File: src/rtl/ecg_pkg.sv
// ----------------------------------------------------------------------------
// ElGamal engine package
// Shared constants, register indexes, controller states and the command and
// status bundles that pass between the controller and the datapath.
// ----------------------------------------------------------------------------
`timescale 1ns / 1ps

package ecg_pkg;

  // Fixed field widths of the stream payload and the configuration data.
  localparam int unsigned FIELD_W      = 20;
  localparam int unsigned BYTE_W       = 8;
  localparam int unsigned MOD_BITS_DEF = 20;
  localparam int unsigned CFG_IDX_W    = 2;

  localparam logic [FIELD_W-1:0] MODULUS_RST = 20'd2;

  // Configuration register indexes.
  localparam logic [CFG_IDX_W-1:0] CFG_MODULUS   = 2'd0;
  localparam logic [CFG_IDX_W-1:0] CFG_GENERATOR = 2'd1;
  localparam logic [CFG_IDX_W-1:0] CFG_PUBLIC    = 2'd2;
  localparam logic [CFG_IDX_W-1:0] CFG_PRIVATE   = 2'd3;

  // Request and result kinds.
  localparam logic REQ_ENCRYPT = 1'b0;
  localparam logic REQ_DECRYPT = 1'b1;

  typedef enum logic [3:0] {
    ST_IDLE,
    ST_CHECK,
    ST_RED_W,
    ST_EXP,
    ST_ACC_W,
    ST_SQR_W,
    ST_POST,
    ST_FIN_W,
    ST_OUT
  } ecg_state_e;

  // Operation of the shared modular multiplier.
  typedef enum logic [1:0] {
    MOP_REDUCE,
    MOP_ACC,
    MOP_SQR,
    MOP_FINAL
  } ecg_mop_e;

  // Base of an exponentiation.
  typedef enum logic [1:0] {
    BASE_GEN,
    BASE_PUB,
    BASE_CIPHER
  } ecg_base_e;

  typedef struct packed {
    logic      load;
    logic      init_exp;
    logic      mul_start;
    ecg_mop_e  mul_op;
    ecg_base_e base_sel;
    logic      e_shift;
    logic      save_first;
    logic      emit;
  } ecg_cmd_t;

  typedef struct packed {
    logic skip;
    logic decrypt;
    logic e_zero;
    logic e_lsb;
    logic e_upper_zero;
    logic mul_done;
  } ecg_sts_t;

endpackage

File: src/rtl/ecg_mulmod.sv
// ----------------------------------------------------------------------------
// Serial modular multiplier
// Interleaved shift-and-add product x*y mod p, one bit of x per cycle from the
// top bit down. y must already be below p; x may be any value.
// ----------------------------------------------------------------------------
`timescale 1ns / 1ps

module ecg_mulmod #(
  parameter int unsigned MOD_BITS = ecg_pkg::MOD_BITS_DEF,
  parameter int unsigned X_BITS   = ecg_pkg::FIELD_W
) (
  input  logic                clk_i,
  input  logic                rst_ni,
  input  logic                start_i,
  input  logic [X_BITS-1:0]   x_i,
  input  logic [MOD_BITS-1:0] y_i,
  input  logic [MOD_BITS-1:0] p_i,
  output logic                done_o,
  output logic [MOD_BITS-1:0] res_o
);

  localparam int unsigned CNT_W = $clog2(X_BITS + 1);
  localparam int unsigned T_W   = MOD_BITS + 2;

  logic                busy_q, busy_d;
  logic                done_q, done_d;
  logic [CNT_W-1:0]    cnt_q, cnt_d;
  logic [X_BITS-1:0]   x_q, x_d;
  logic [MOD_BITS-1:0] y_q, y_d;
  logic [MOD_BITS-1:0] acc_q, acc_d;

  logic [T_W-1:0] t_sum;
  logic [T_W-1:0] p_one;
  logic [T_W-1:0] p_two;
  logic [T_W-1:0] t_red;

  // With acc and y below p the sum stays below 3p, so at most two
  // subtractions bring it back into range.
  always_comb begin
    p_one = {2'b00, p_i};
    p_two = {1'b0, p_i, 1'b0};
    t_sum = {1'b0, acc_q, 1'b0} + (x_q[X_BITS-1] ? {2'b00, y_q} : '0);
    if (t_sum >= p_two) begin
      t_red = t_sum - p_two;
    end else if (t_sum >= p_one) begin
      t_red = t_sum - p_one;
    end else begin
      t_red = t_sum;
    end
  end

  always_comb begin
    busy_d = busy_q;
    done_d = 1'b0;
    cnt_d  = cnt_q;
    x_d    = x_q;
    y_d    = y_q;
    acc_d  = acc_q;
    if (start_i) begin
      busy_d = 1'b1;
      cnt_d  = CNT_W'(X_BITS);
      x_d    = x_i;
      y_d    = y_i;
      acc_d  = '0;
    end else if (busy_q) begin
      acc_d = t_red[MOD_BITS-1:0];
      x_d   = {x_q[X_BITS-2:0], 1'b0};
      cnt_d = cnt_q - 1'b1;
      if (cnt_q == CNT_W'(1)) begin
        busy_d = 1'b0;
        done_d = 1'b1;
      end
    end
  end

  always_ff @(posedge clk_i or negedge rst_ni) begin
    if (!rst_ni) begin
      busy_q <= 1'b0;
      done_q <= 1'b0;
      cnt_q  <= '0;
    end else begin
      busy_q <= busy_d;
      done_q <= done_d;
      cnt_q  <= cnt_d;
    end
  end

  always_ff @(posedge clk_i) begin
    x_q   <= x_d;
    y_q   <= y_d;
    acc_q <= acc_d;
  end

  assign done_o = done_q;
  assign res_o  = acc_q;

endmodule

File: src/rtl/ecg_datapath.sv
// ----------------------------------------------------------------------------
// ElGamal datapath
// Key registers, the captured request, the exponent shift register, the
// square-and-multiply accumulators around the shared modular multiplier,
// and the output register.
// ----------------------------------------------------------------------------
`timescale 1ns / 1ps

module ecg_datapath #(
  parameter int unsigned MOD_BITS = ecg_pkg::MOD_BITS_DEF
) (
  input  logic                           clk_i,
  input  logic                           rst_ni,
  input  logic                           cfg_we_i,
  input  logic [ecg_pkg::CFG_IDX_W-1:0]  cfg_index_i,
  input  logic [ecg_pkg::FIELD_W-1:0]    cfg_data_i,
  input  logic                           req_type_i,
  input  logic [ecg_pkg::BYTE_W-1:0]     plain_byte_i,
  input  logic [ecg_pkg::FIELD_W-1:0]    nonce_i,
  input  logic [ecg_pkg::FIELD_W-1:0]    cipher_first_i,
  input  logic [ecg_pkg::FIELD_W-1:0]    cipher_second_i,
  input  ecg_pkg::ecg_cmd_t              cmd_i,
  output ecg_pkg::ecg_sts_t              sts_o,
  output logic                           result_kind_o,
  output logic [ecg_pkg::FIELD_W-1:0]    out_first_o,
  output logic [ecg_pkg::FIELD_W-1:0]    out_second_o,
  output logic [ecg_pkg::BYTE_W-1:0]     out_byte_o
);

  localparam int unsigned FW = ecg_pkg::FIELD_W;
  localparam int unsigned BW = ecg_pkg::BYTE_W;
  localparam int unsigned EW = (MOD_BITS > FW) ? MOD_BITS : FW;

  // Key registers
  logic [MOD_BITS-1:0] p_q, g_q, y_q, x_q;
  logic [EW-1:0]       cfg_ext;
  logic [EW-1:0]       mod_rst_ext;

  // Captured request
  logic          req_q;
  logic [BW-1:0] byte_q;
  logic [FW-1:0] nonce_q, ca_q, cb_q;

  // Exponentiation state
  logic [EW-1:0]       e_q, e_d;
  logic [MOD_BITS-1:0] acc_q, acc_d;
  logic [MOD_BITS-1:0] sq_q, sq_d;
  logic [MOD_BITS-1:0] c1_q;
  ecg_pkg::ecg_mop_e   op_q;

  // Output register
  logic          kind_q;
  logic [FW-1:0] first_q, second_q;
  logic [BW-1:0] byte_out_q;

  logic [MOD_BITS-1:0] one_mod;
  logic [MOD_BITS-1:0] p_minus1;
  logic [MOD_BITS-1:0] dec_exp;
  logic [EW-1:0]       base_x;
  logic [EW-1:0]       mul_x;
  logic [MOD_BITS-1:0] mul_y;
  logic                mul_done;
  logic [MOD_BITS-1:0] mul_res;
  logic [EW-1:0]       acc_ext, c1_ext;

  assign cfg_ext     = EW'(cfg_data_i);
  assign mod_rst_ext = EW'(ecg_pkg::MODULUS_RST);

  always_ff @(posedge clk_i or negedge rst_ni) begin
    if (!rst_ni) begin
      p_q <= mod_rst_ext[MOD_BITS-1:0];
      g_q <= '0;
      y_q <= '0;
      x_q <= '0;
    end else if (cfg_we_i) begin
      case (cfg_index_i)
        ecg_pkg::CFG_MODULUS:   p_q <= cfg_ext[MOD_BITS-1:0];
        ecg_pkg::CFG_GENERATOR: g_q <= cfg_ext[MOD_BITS-1:0];
        ecg_pkg::CFG_PUBLIC:    y_q <= cfg_ext[MOD_BITS-1:0];
        ecg_pkg::CFG_PRIVATE:   x_q <= cfg_ext[MOD_BITS-1:0];
        default: ;
      endcase
    end
  end

  always_ff @(posedge clk_i) begin
    if (cmd_i.load) begin
      req_q   <= req_type_i;
      byte_q  <= plain_byte_i;
      nonce_q <= nonce_i;
      ca_q    <= cipher_first_i;
      cb_q    <= cipher_second_i;
    end
  end

  // Every residue is zero when the modulus is below two.
  assign one_mod  = {{(MOD_BITS-1){1'b0}}, (p_q > MOD_BITS'(1))};
  assign p_minus1 = p_q - MOD_BITS'(1);
  // A private exponent at or above p-1 leaves an empty exponent, so the
  // power is one.
  assign dec_exp  = ((p_q != '0) && (x_q < p_minus1)) ? (p_minus1 - x_q) : '0;

  always_comb begin
    case (cmd_i.base_sel)
      ecg_pkg::BASE_GEN:    base_x = EW'(g_q);
      ecg_pkg::BASE_PUB:    base_x = EW'(y_q);
      ecg_pkg::BASE_CIPHER: base_x = EW'(ca_q);
      default:              base_x = '0;
    endcase
  end

  always_comb begin
    case (cmd_i.mul_op)
      ecg_pkg::MOP_REDUCE: begin
        mul_x = base_x;
        mul_y = one_mod;
      end
      ecg_pkg::MOP_ACC: begin
        mul_x = EW'(acc_q);
        mul_y = sq_q;
      end
      ecg_pkg::MOP_SQR: begin
        mul_x = EW'(sq_q);
        mul_y = sq_q;
      end
      ecg_pkg::MOP_FINAL: begin
        mul_x = (req_q == ecg_pkg::REQ_DECRYPT) ? EW'(cb_q) : EW'(byte_q);
        mul_y = acc_q;
      end
      default: begin
        mul_x = '0;
        mul_y = '0;
      end
    endcase
  end

  ecg_mulmod #(
    .MOD_BITS (MOD_BITS),
    .X_BITS   (EW)
  ) u_mulmod (
    .clk_i   (clk_i),
    .rst_ni  (rst_ni),
    .start_i (cmd_i.mul_start),
    .x_i     (mul_x),
    .y_i     (mul_y),
    .p_i     (p_q),
    .done_o  (mul_done),
    .res_o   (mul_res)
  );

  always_comb begin
    e_d   = e_q;
    acc_d = acc_q;
    sq_d  = sq_q;
    if (cmd_i.init_exp) begin
      e_d   = (req_q == ecg_pkg::REQ_DECRYPT) ? EW'(dec_exp) : EW'(nonce_q);
      acc_d = one_mod;
    end else if (cmd_i.e_shift) begin
      e_d = {1'b0, e_q[EW-1:1]};
    end
    if (mul_done) begin
      case (op_q)
        ecg_pkg::MOP_REDUCE: sq_d  = mul_res;
        ecg_pkg::MOP_SQR:    sq_d  = mul_res;
        ecg_pkg::MOP_ACC:    acc_d = mul_res;
        ecg_pkg::MOP_FINAL:  acc_d = mul_res;
        default: ;
      endcase
    end
  end

  always_ff @(posedge clk_i) begin
    e_q   <= e_d;
    acc_q <= acc_d;
    sq_q  <= sq_d;
    if (cmd_i.mul_start) begin
      op_q <= cmd_i.mul_op;
    end
    if (cmd_i.save_first) begin
      c1_q <= acc_q;
    end
  end

  assign acc_ext = EW'(acc_q);
  assign c1_ext  = EW'(c1_q);

  always_ff @(posedge clk_i) begin
    if (cmd_i.emit) begin
      kind_q <= req_q;
      if (req_q == ecg_pkg::REQ_DECRYPT) begin
        first_q    <= '0;
        second_q   <= '0;
        byte_out_q <= acc_q[BW-1:0];
      end else begin
        first_q    <= c1_ext[FW-1:0];
        second_q   <= acc_ext[FW-1:0];
        byte_out_q <= '0;
      end
    end
  end

  assign sts_o.skip = (req_q == ecg_pkg::REQ_DECRYPT) ?
                      ((ca_q == '0) || (cb_q == '0)) :
                      ((byte_q == '0) || byte_q[BW-1]);
  assign sts_o.decrypt      = (req_q == ecg_pkg::REQ_DECRYPT);
  assign sts_o.e_zero       = (e_q == '0);
  assign sts_o.e_lsb        = e_q[0];
  assign sts_o.e_upper_zero = (e_q[EW-1:1] == '0);
  assign sts_o.mul_done     = mul_done;

  assign result_kind_o = kind_q;
  assign out_first_o   = first_q;
  assign out_second_o  = second_q;
  assign out_byte_o    = byte_out_q;

endmodule

File: src/rtl/ecg_ctrl.sv
// ----------------------------------------------------------------------------
// ElGamal controller
// Sequences the request through base reduction, right-to-left
// square-and-multiply and the final product, and owns the output valid.
// ----------------------------------------------------------------------------
`timescale 1ns / 1ps

module ecg_ctrl (
  input  logic              clk_i,
  input  logic              rst_ni,
  input  logic              in_valid_i,
  output logic              in_ready_o,
  output logic              out_valid_o,
  input  logic              out_ready_i,
  input  ecg_pkg::ecg_sts_t sts_i,
  output ecg_pkg::ecg_cmd_t cmd_o
);

  ecg_pkg::ecg_state_e state_q, state_d;
  logic                second_q, second_d;
  logic                valid_q, valid_d;
  logic                out_free;

  assign out_free = !valid_q || out_ready_i;

  // Next state
  always_comb begin
    state_d = state_q;
    case (state_q)
      ecg_pkg::ST_IDLE: begin
        if (in_valid_i) state_d = ecg_pkg::ST_CHECK;
      end
      ecg_pkg::ST_CHECK: begin
        state_d = sts_i.skip ? ecg_pkg::ST_IDLE : ecg_pkg::ST_RED_W;
      end
      ecg_pkg::ST_RED_W: begin
        if (sts_i.mul_done) state_d = ecg_pkg::ST_EXP;
      end
      ecg_pkg::ST_EXP: begin
        if (sts_i.e_zero) begin
          state_d = ecg_pkg::ST_POST;
        end else if (sts_i.e_lsb) begin
          state_d = ecg_pkg::ST_ACC_W;
        end else begin
          state_d = ecg_pkg::ST_SQR_W;
        end
      end
      ecg_pkg::ST_ACC_W: begin
        if (sts_i.mul_done) begin
          state_d = sts_i.e_upper_zero ? ecg_pkg::ST_POST : ecg_pkg::ST_SQR_W;
        end
      end
      ecg_pkg::ST_SQR_W: begin
        if (sts_i.mul_done) state_d = ecg_pkg::ST_EXP;
      end
      ecg_pkg::ST_POST: begin
        if (!sts_i.decrypt && !second_q) begin
          state_d = ecg_pkg::ST_RED_W;
        end else begin
          state_d = ecg_pkg::ST_FIN_W;
        end
      end
      ecg_pkg::ST_FIN_W: begin
        if (sts_i.mul_done) state_d = ecg_pkg::ST_OUT;
      end
      ecg_pkg::ST_OUT: begin
        if (out_free) state_d = ecg_pkg::ST_IDLE;
      end
      default: state_d = ecg_pkg::ST_IDLE;
    endcase
  end

  // Outputs
  always_comb begin
    cmd_o            = '0;
    cmd_o.mul_op     = ecg_pkg::MOP_REDUCE;
    cmd_o.base_sel   = ecg_pkg::BASE_GEN;
    in_ready_o       = 1'b0;
    case (state_q)
      ecg_pkg::ST_IDLE: begin
        in_ready_o = 1'b1;
        cmd_o.load = in_valid_i;
      end
      ecg_pkg::ST_CHECK: begin
        if (!sts_i.skip) begin
          cmd_o.init_exp  = 1'b1;
          cmd_o.mul_start = 1'b1;
          cmd_o.base_sel  = sts_i.decrypt ? ecg_pkg::BASE_CIPHER : ecg_pkg::BASE_GEN;
        end
      end
      ecg_pkg::ST_EXP: begin
        if (!sts_i.e_zero) begin
          cmd_o.mul_start = 1'b1;
          cmd_o.mul_op    = sts_i.e_lsb ? ecg_pkg::MOP_ACC : ecg_pkg::MOP_SQR;
        end
      end
      ecg_pkg::ST_ACC_W: begin
        if (sts_i.mul_done && !sts_i.e_upper_zero) begin
          cmd_o.mul_start = 1'b1;
          cmd_o.mul_op    = ecg_pkg::MOP_SQR;
        end
      end
      ecg_pkg::ST_SQR_W: begin
        cmd_o.e_shift = sts_i.mul_done;
      end
      ecg_pkg::ST_POST: begin
        cmd_o.mul_start = 1'b1;
        if (!sts_i.decrypt && !second_q) begin
          // First ciphertext part is done; start on the public key power.
          cmd_o.save_first = 1'b1;
          cmd_o.init_exp   = 1'b1;
          cmd_o.base_sel   = ecg_pkg::BASE_PUB;
        end else begin
          cmd_o.mul_op = ecg_pkg::MOP_FINAL;
        end
      end
      ecg_pkg::ST_OUT: begin
        cmd_o.emit = out_free;
      end
      default: ;
    endcase
  end

  always_comb begin
    second_d = second_q;
    if (cmd_o.load) begin
      second_d = 1'b0;
    end else if (cmd_o.save_first) begin
      second_d = 1'b1;
    end
    valid_d = valid_q;
    if (cmd_o.emit) begin
      valid_d = 1'b1;
    end else if (out_ready_i) begin
      valid_d = 1'b0;
    end
  end

  always_ff @(posedge clk_i or negedge rst_ni) begin
    if (!rst_ni) begin
      state_q  <= ecg_pkg::ST_IDLE;
      second_q <= 1'b0;
      valid_q  <= 1'b0;
    end else begin
      state_q  <= state_d;
      second_q <= second_d;
      valid_q  <= valid_d;
    end
  end

  assign out_valid_o = valid_q;

endmodule

File: src/rtl/elgamal_cipher_engine_top.sv
// ----------------------------------------------------------------------------
// ElGamal cipher engine top level
// Each product runs on the one serial multiplier. Transactions are taken
// one at a time; a result waits in the output register while the next
// transaction is taken.
// Reset clears the control state and sets the modulus to 2.
// ----------------------------------------------------------------------------
`timescale 1ns / 1ps

module elgamal_cipher_engine_top #(
  parameter int unsigned MOD_BITS = ecg_pkg::MOD_BITS_DEF
) (
  input  logic                          clk_i,
  input  logic                          rst_ni,
  // Configuration write channel
  input  logic                          cfg_valid_i,
  output logic                          cfg_ready_o,
  input  logic [ecg_pkg::CFG_IDX_W-1:0] cfg_index_i,
  input  logic [ecg_pkg::FIELD_W-1:0]   cfg_data_i,
  // Request stream
  input  logic                          s_axis_tvalid,
  output logic                          s_axis_tready,
  // plain_byte[7:0], nonce[27:8], cipher_first[47:28], cipher_second[67:48],
  // zero padding[71:68]
  input  logic [71:0]                   s_axis_tdata,
  // req_type[0]
  input  logic [0:0]                    s_axis_tuser,
  // Result stream
  output logic                          m_axis_tvalid,
  input  logic                          m_axis_tready,
  // out_first[19:0], out_second[39:20], out_byte[47:40]
  output logic [47:0]                   m_axis_tdata,
  // result_kind[0]
  output logic [0:0]                    m_axis_tuser
);

  ecg_pkg::ecg_cmd_t cmd;
  ecg_pkg::ecg_sts_t sts;

  logic                         result_kind;
  logic [ecg_pkg::FIELD_W-1:0]  out_first;
  logic [ecg_pkg::FIELD_W-1:0]  out_second;
  logic [ecg_pkg::BYTE_W-1:0]   out_byte;

  assign cfg_ready_o = 1'b1;

  ecg_ctrl u_ctrl (
    .clk_i       (clk_i),
    .rst_ni      (rst_ni),
    .in_valid_i  (s_axis_tvalid),
    .in_ready_o  (s_axis_tready),
    .out_valid_o (m_axis_tvalid),
    .out_ready_i (m_axis_tready),
    .sts_i       (sts),
    .cmd_o       (cmd)
  );

  ecg_datapath #(
    .MOD_BITS (MOD_BITS)
  ) u_datapath (
    .clk_i           (clk_i),
    .rst_ni          (rst_ni),
    .cfg_we_i        (cfg_valid_i),
    .cfg_index_i     (cfg_index_i),
    .cfg_data_i      (cfg_data_i),
    .req_type_i      (s_axis_tuser[0]),
    .plain_byte_i    (s_axis_tdata[7:0]),
    .nonce_i         (s_axis_tdata[27:8]),
    .cipher_first_i  (s_axis_tdata[47:28]),
    .cipher_second_i (s_axis_tdata[67:48]),
    .cmd_i           (cmd),
    .sts_o           (sts),
    .result_kind_o   (result_kind),
    .out_first_o     (out_first),
    .out_second_o    (out_second),
    .out_byte_o      (out_byte)
  );

  assign m_axis_tdata = {out_byte, out_second, out_first};
  assign m_axis_tuser = result_kind;

endmodule

File: config.mk
export PLATFORM = sky130hd
export DESIGN_NAME = elgamal_cipher_engine_top
export DESIGN_NICKNAME = d
export VERILOG_FILES = /design/src/rtl/ecg_pkg.sv /design/src/rtl/ecg_mulmod.sv /design/src/rtl/ecg_datapath.sv /design/src/rtl/ecg_ctrl.sv /design/src/rtl/elgamal_cipher_engine_top.sv
export SDC_FILE = /design/constraint.sdc
export NUM_CORES = 1
export LEC_CHECK = 0
export BUFFER_PORTS_ARGS = -buffer_cell sky130_fd_sc_hd__buf_2
export CORE_UTILIZATION = 61
export CTS_BUF_LIST = sky130_fd_sc_hd__clkbuf_16
export CTS_CLUSTER_DIAMETER = 120
export CTS_CLUSTER_SIZE = 8
export DETAILED_ROUTE_END_ITERATION = 10
export GPL_ROUTABILITY_DRIVEN = 0
export PLACE_DENSITY = 0.81
export SYNTH_ARGS = -nofsm -noshare
export SYNTH_HDL_FRONTEND = slang
export SYNTH_HIERARCHICAL = 1
export SYNTH_SLANG_ARGS = --single-unit
File: constraint.sdc
create_clock -name clk_i -period 6.1 [get_ports clk_i]
set_input_delay 0.305 -clock clk_i [delete_from_list [all_inputs] [get_ports clk_i]]
set_output_delay 0.305 -clock clk_i [all_outputs]
set_load 0.01 [all_outputs]
# After elaboration in Yosys (flattened, before gate mapping)
# Index checks and enable logic that the tools add are counted.
[op_classes]
addsub = 6
n_lt_le_gt_ge = 4
shift = 0
n_reduce_logical = 35
bitwise = 0
n_mux = 58
n_div = 0
eq_ne = 25
n_mul = 0
[op_table]
columns = ["cell", "count"]
rows = [
  ["two-way mux 20 bit", 13],
  ["one-hot mux 20 bit (3 select lines)", 2],
  ["one-hot mux 20 bit (4 select lines)", 1],
  ["zero test 20 bit", 3],
  ["subtractor 20 bit", 3],
  ["one-hot mux 4 bit (8 select lines)", 1],
  ["two-way mux 4 bit", 6],
  ["adder 21 x 20 -> 22 bit", 1],
  [">= comparator 22 x 20 -> 1 bit", 1],
  [">= comparator 22 x 21 -> 1 bit", 1],
  ["> comparator 20 x 1 -> 1 bit, second input constant", 1],
  ["less-than comparator 20 bit", 1],
  ["nonzero test 20 bit", 1],
  ["subtractor 20 x 1 -> 20 bit, second input constant", 1],
  ["zero test 19 bit", 1],
  ["two-way mux 1 bit", 19],
  ["equality test 4 x 3 -> 1 bit, second input constant", 4],
  ["equality test 2 bit, second input constant", 7],
  ["two-way mux 2 bit", 7],
  ["two-way mux 5 bit", 2],
  ["AND reduction 2 bit", 5],
  ["two-way mux 3 bit", 3],
  ["equality test 2 x 1 -> 1 bit, second input constant", 4],
  ["equality test 4 x 2 -> 1 bit, second input constant", 2],
  ["19 further kinds", 38],
]
[word_totals]
ramBits = 0
elab_cells = 155
out_inout_bits = 52
romBits = 0
reg_bits = 353
n_memories = 0
latch_bits = 0

# Longest topological paths before layout
[logic_depth]
depth_word = 9
depth_mapped = 22

# Hierarchy
# The synthesis kept the hierarchy.
[by_module_without_submodules]
columns = ["module", "area_each_um2", "cells_each", "instances"]
rows = [
  ["ecg_datapath", 12669.7, 988, 1],
  ["ecg_mulmod", 5796.8, 638, 1],
  ["ecg_ctrl", 533.0, 70, 1],
  ["elgamal_cipher_engine_top", 11.3, 2, 1],
]

# Worst setup path after synthesis
# No wires, ideal clock.
[synth_path]
kind = "reg2reg"
startpoint = "reg u_datapath.u_mulmod.x_q[19]"
endpoint = "reg u_datapath.u_mulmod.acc_q[0] (netlist: u_datapath/u_mulmod/res_o[0])"
stages_incl_launch_ff = 21
period_less_slack_ps = 5032
slack_ps = 1068
setup_ps = 86
arrival_ps = 4946
cell_sequence = "edfxtp_1 > clkbuf_1 > and2_1 > ha_1 > fa_1 > a211oi_2 > o21a_1 > o31ai_1 > a21oi_1 > o21ai_0 > mux2i_1 > nand2_1 > ha_1 > a211o_1 > or4_1 > a31oi_1 > nand2_1 > a311o_1 > nor2_2 > mux2_1 > a211oi_1"
[synth_via]
elab_chain_len = 5
word_cells_on_any_way = 8
cone_classes = "add/sub (3); order compare (2); mux (3)"
[synth_rtl]
columns = ["element", "line", "source"]
rows = [
  ["from (decl)", "ecg_mulmod.sv:28", "logic [X_BITS-1:0] x_q, x_d;"],
  ["from (signal assigned)", "ecg_mulmod.sv:89", "x_q <= x_d;"],
  ["two-way mux 20 bit *", "ecg_mulmod.sv:42", "t_sum = {1'b0, acc_q, 1'b0} + (x_q[X_BITS-1] ? {2'b00, y_q} : '0);"],
  ["adder 21 x 20 -> 22 bit *", "ecg_mulmod.sv:42", ""],
  ["subtractor 20 bit / >= comparator 22 x 20 -> 1 bit (equally long branches)", "ecg_mulmod.sv:46, ecg_mulmod.sv:45", ""],
  ["two-way mux 20 bit", "ecg_mulmod.sv:45", "end else if (t_sum >= p_one) begin"],
  ["two-way mux 20 bit *", "ecg_mulmod.sv:43", "if (t_sum >= p_two) begin"],
  ["to (signal assigned)", "ecg_mulmod.sv:91", "acc_q <= acc_d;"],
  ["to (decl)", "ecg_mulmod.sv:30", "logic [MOD_BITS-1:0] acc_q, acc_d;"],
]
# Mark *: on every way between the ends. The rest lies on a longest branch, timed or not.
# A chain may end at the register's enable or synchronous reset.

# Worst setup path after layout
# Same ends and word-level chain as after synthesis.

==> summary.md <==
| Metric | Value |
|---|---|
| Status | completed |
| CTS tree | done |
| Total chip power | 13,890 µW |
| Worst Setup Start Kind | register |
| Register share of total power | 0.262 |
| Post-Syn Nets | 1,890 |
| Multi-input gate area | 8725 µm² |
| Synth top area share | 0.3459 |
| Combinational group share of total power | 0.557 |
| All-Layer GR Usage | 0.3225 |
| Total iterations of the first detailed-routing run | 8 |
| Fill count | 2,027 |
| Vias per inst | 6.302 |
| Sw Pwr | 5934 µW |
| R2R Setup Slk | 320 ps |
| Fmax | 172.9 MHz |
| Wire per inst | 22.15 µm |
| Final Hold Fails | 0 |
| Max Cap Viol | 0 |
| Post-synth top cells | edfxtp_1 (219), nor2_1 (119), a21oi_1 (114), mux2_2 (109), dfrtp_1 (92) |
| Num CTS Buffers | 49 |
| Worst R2R Path Depth | 19 |
| Total grt overflow | 0 |
| Setup violators final | 0 |
| Worst-path fanout max | 11 |
| Yosys warnings | 6 |
| WP data arrival | 6260 ps |
| Worst Skew | 35.18 ps |
| Mean Syn Cell Area | 11.20 µm² |
| Non-Filler Instances | 2,348 |
| Die area | 31,870 µm² |
| Worst hold path type | in2reg |
| Hold_sp | cfg_data_i[1] |
| Hold path depth | 3 |
| First-pass GRT wire length | 78,400 µm |
| Flops & latches, synth | 352 |
| Largest cells by area after synthesis | edfxtp_1 (35%), dfrtp_1 (12%), mux2_2 (6.5%) |
| Power share of the clock group | 0.181 |
| Worst slew pin tran | 1243 ps |
| Residual DRC | 0 |
| # IOs | 152 |
| Mapped Cells | 1,698 |
| Clk buf depth | 3 |
| Input/output buffers | 146 |
| CTS H-tree depth | 2 |
| Worst setup path class | reg2reg |
| Max VDD drop | 0.5048 mV |
| Reg area | 9706 µm² |
| Layout cells sized above 1 | 0.1865 |
| Clock Pin Slew Worst Setup and Hold Paths | 60 ps |
| Root buffer cell | clkbuf_16 |
| Number of distinct library cells after synthesis | 96 |
| Initial antenna violation count | 0 |
| Hold Path Sink | u_datapath/p_q[1] |
| Number of synthesized flops with an enable pin | 219 |
| Largest net degree at the start of global routing | 71 |
| Number of global-route vias before repair | 14,377 |
| Placed cell areas | 20,050 µm² |
| Rows | 64 |
| Detail Route Antenna Nets | 0 |
| Post-route cell area | 22,270 µm² |
| Reg2reg end | u_datapath/u_mulmod/res_o[0] |
| Clk_lat worst skew | 570 ps |
| Initial core utilization | 0.6215 |
| Min cycle time layout | 5783 ps |
| Core area | 30,590 µm² |
| Post-synth top flop | edfxtp_1 |
| Placed Cells | 2,181 |
| Switching Fraction | 0.4273 |
| DR iter-0 viols | 1,652 |
| Leak | 0.008980 µW |
| CTS sink cnt | 352 |
| Worst r2r src | u_datapath/u_mulmod/x_q[19] |
| Diodes inserted | 0 |
| Vias | 14,796 |
| Mapped Area | 19,010 µm² |
| # nets final | 2,105 |
| PD cells | 623.6 nW/µm² |
| Routed wire length | 52,000 µm |
| Period utilisation layout | 0.9481 |
| Slew Limit Fails | 0 |
| Detailed placer's ending HPWL | 34,380 µm |
| Required time worst endpoint | 6580 ps |
| Min Hold Slack | 56.57 ps |
| Fin util | 0.7280 |
| Area growth syn-to-layout | 17.14% |
| Most frequent cell after synthesis | edfxtp_1 |
| Die height | 178.5 µm |
| Async SR Flop Fraction | 0.2642 |
| Cell-internal power | 7954 µW |
| Largest area contributor in the netlist | edfxtp_1 |
| Slew HR | 0.1715 |
| Sequential share of the synthesized area | 0.5105 |
| Crit path capture type | register |
| Die width | 178.5 µm |
[final cells by class]
class / instances / share of cell area
well taps: 396 / 0.02225
flip-flops and latches: 352 / 0.4358
multi-input cells: 1198 / 0.3918
inverters: 73 / 0.01230
repair buffers: 239 / 0.07281
clock inverters: 41 / 0.01000
clock buffers: 49 / 0.05506
[what timing repair did]
item,in CTS,in global routing
resized for setup,0,0
hold buffers,71,0
hold endpoints to repair,113,0
setup buffers,0,6
setup endpoints to repair,0,5
[power by group through the flow]
stage	logic (µW)	clock network [µW]	registers [µW]
3_5_place_dp	7240	0	3640
2_1_floorplan	5790	0	3470
4_1_cts	7330	2520	3620
3_3_place_gp	6990	0	3620
5_1_grt	8370	2640	3680
6_report	7740	2510	3640
[metrics by stage]
step	setup WS, ps	TNS (ps)
floorplan	1068	0
global placement	586.2	0
detailed placement	409.1	0
CTS	336.9	0
global route	-7.084	-7.084
finish	316.9	0
[critical path: stages (launching register included)]
cell and delay (ps):
edfxtp_1 540, and2_1 210, ha_1 250, fa_1 470
a211oi_2 310, o21a_1 180, o31ai_1 100, a21oi_1 280
o21ai_0 230, mux2i_1 240, nand2_1 140, ha_1 370
a211o_1 370, or4_1 460, a31oi_1 210, nand2_1 130
a311o_1 420, nor2_2 160, mux2_1 370, a211oi_1 240
[routing by layer]
metal / up-vias / wire, µm / part of all wire / global-route usage
met5: - / 0 / 0 / 0
met1: 7105 / 20620 / 0.40 / 0.4187
li1: 6739 / - / - / -
met2: 814 / 24950 / 0.48 / 0.5394
met3: 138 / 4260 / 0.082 / 0.04987
met4: 0 / 2169 / 0.042 / 0.1314
[cells in the final DEF (no fill, tap or decap), drive strengths merged, types with 19 or more instances in the layout]
cell type,count
mux2i,45
nor3,25
ha,88
nor2,120
edfxtp,219
nand2,85
buf,167
xnor2,47
a222oi,20
nor2b,53
a22oi,28
clkbuf,50
and2,38
nand3,26
nand2b,43
a21oi,115
dfxtp,40
mux2,110
o21ai,88
xor2,27
dlygate4sd3,71
dfrtp,92
a21o,21
inv,111
nor4,19
[cell families (layout without fill, tap and decap cells)]
logic type / Yosys count / count (layout) / share of synthesized area
xor+xnor: 74 / 74 / 0.03409
mux: 155 / 155 / 0.08885
other cells: 1 / 1 / 0.0001973
flops: 352 / 352 / 0.5105
simple gates: 478 / 478 / 0.1316
buf+inv: 148 / 402 / 0.03212
fa+ha+maj: 93 / 93 / 0.06266
compound gates: 397 / 397 / 0.1400
[how the worst max path moves through the flow]
stage / from / endpoint / slack, ps / depth (start not counted)
floorplan: u_datapath/u_mulmod/x_q[19] / u_datapath/u_mulmod/res_o[0] / 1070 / 20
global placement: u_datapath/u_mulmod/x_q[19] / u_datapath/u_mulmod/res_o[0] / 590 / 19
detailed placement: u_datapath/u_mulmod/x_q[19] / u_datapath/u_mulmod/res_o[0] / 410 / 19
CTS: u_datapath/u_mulmod/x_q[19] / u_datapath/u_mulmod/res_o[0] / 340 / 19
global route: u_datapath/u_mulmod/x_q[19] / u_datapath/u_mulmod/res_o[0] / -7 / 21
finish: u_datapath/u_mulmod/x_q[19] / u_datapath/u_mulmod/res_o[0] / 320 / 19
Power figures use the tool's default switching activity.
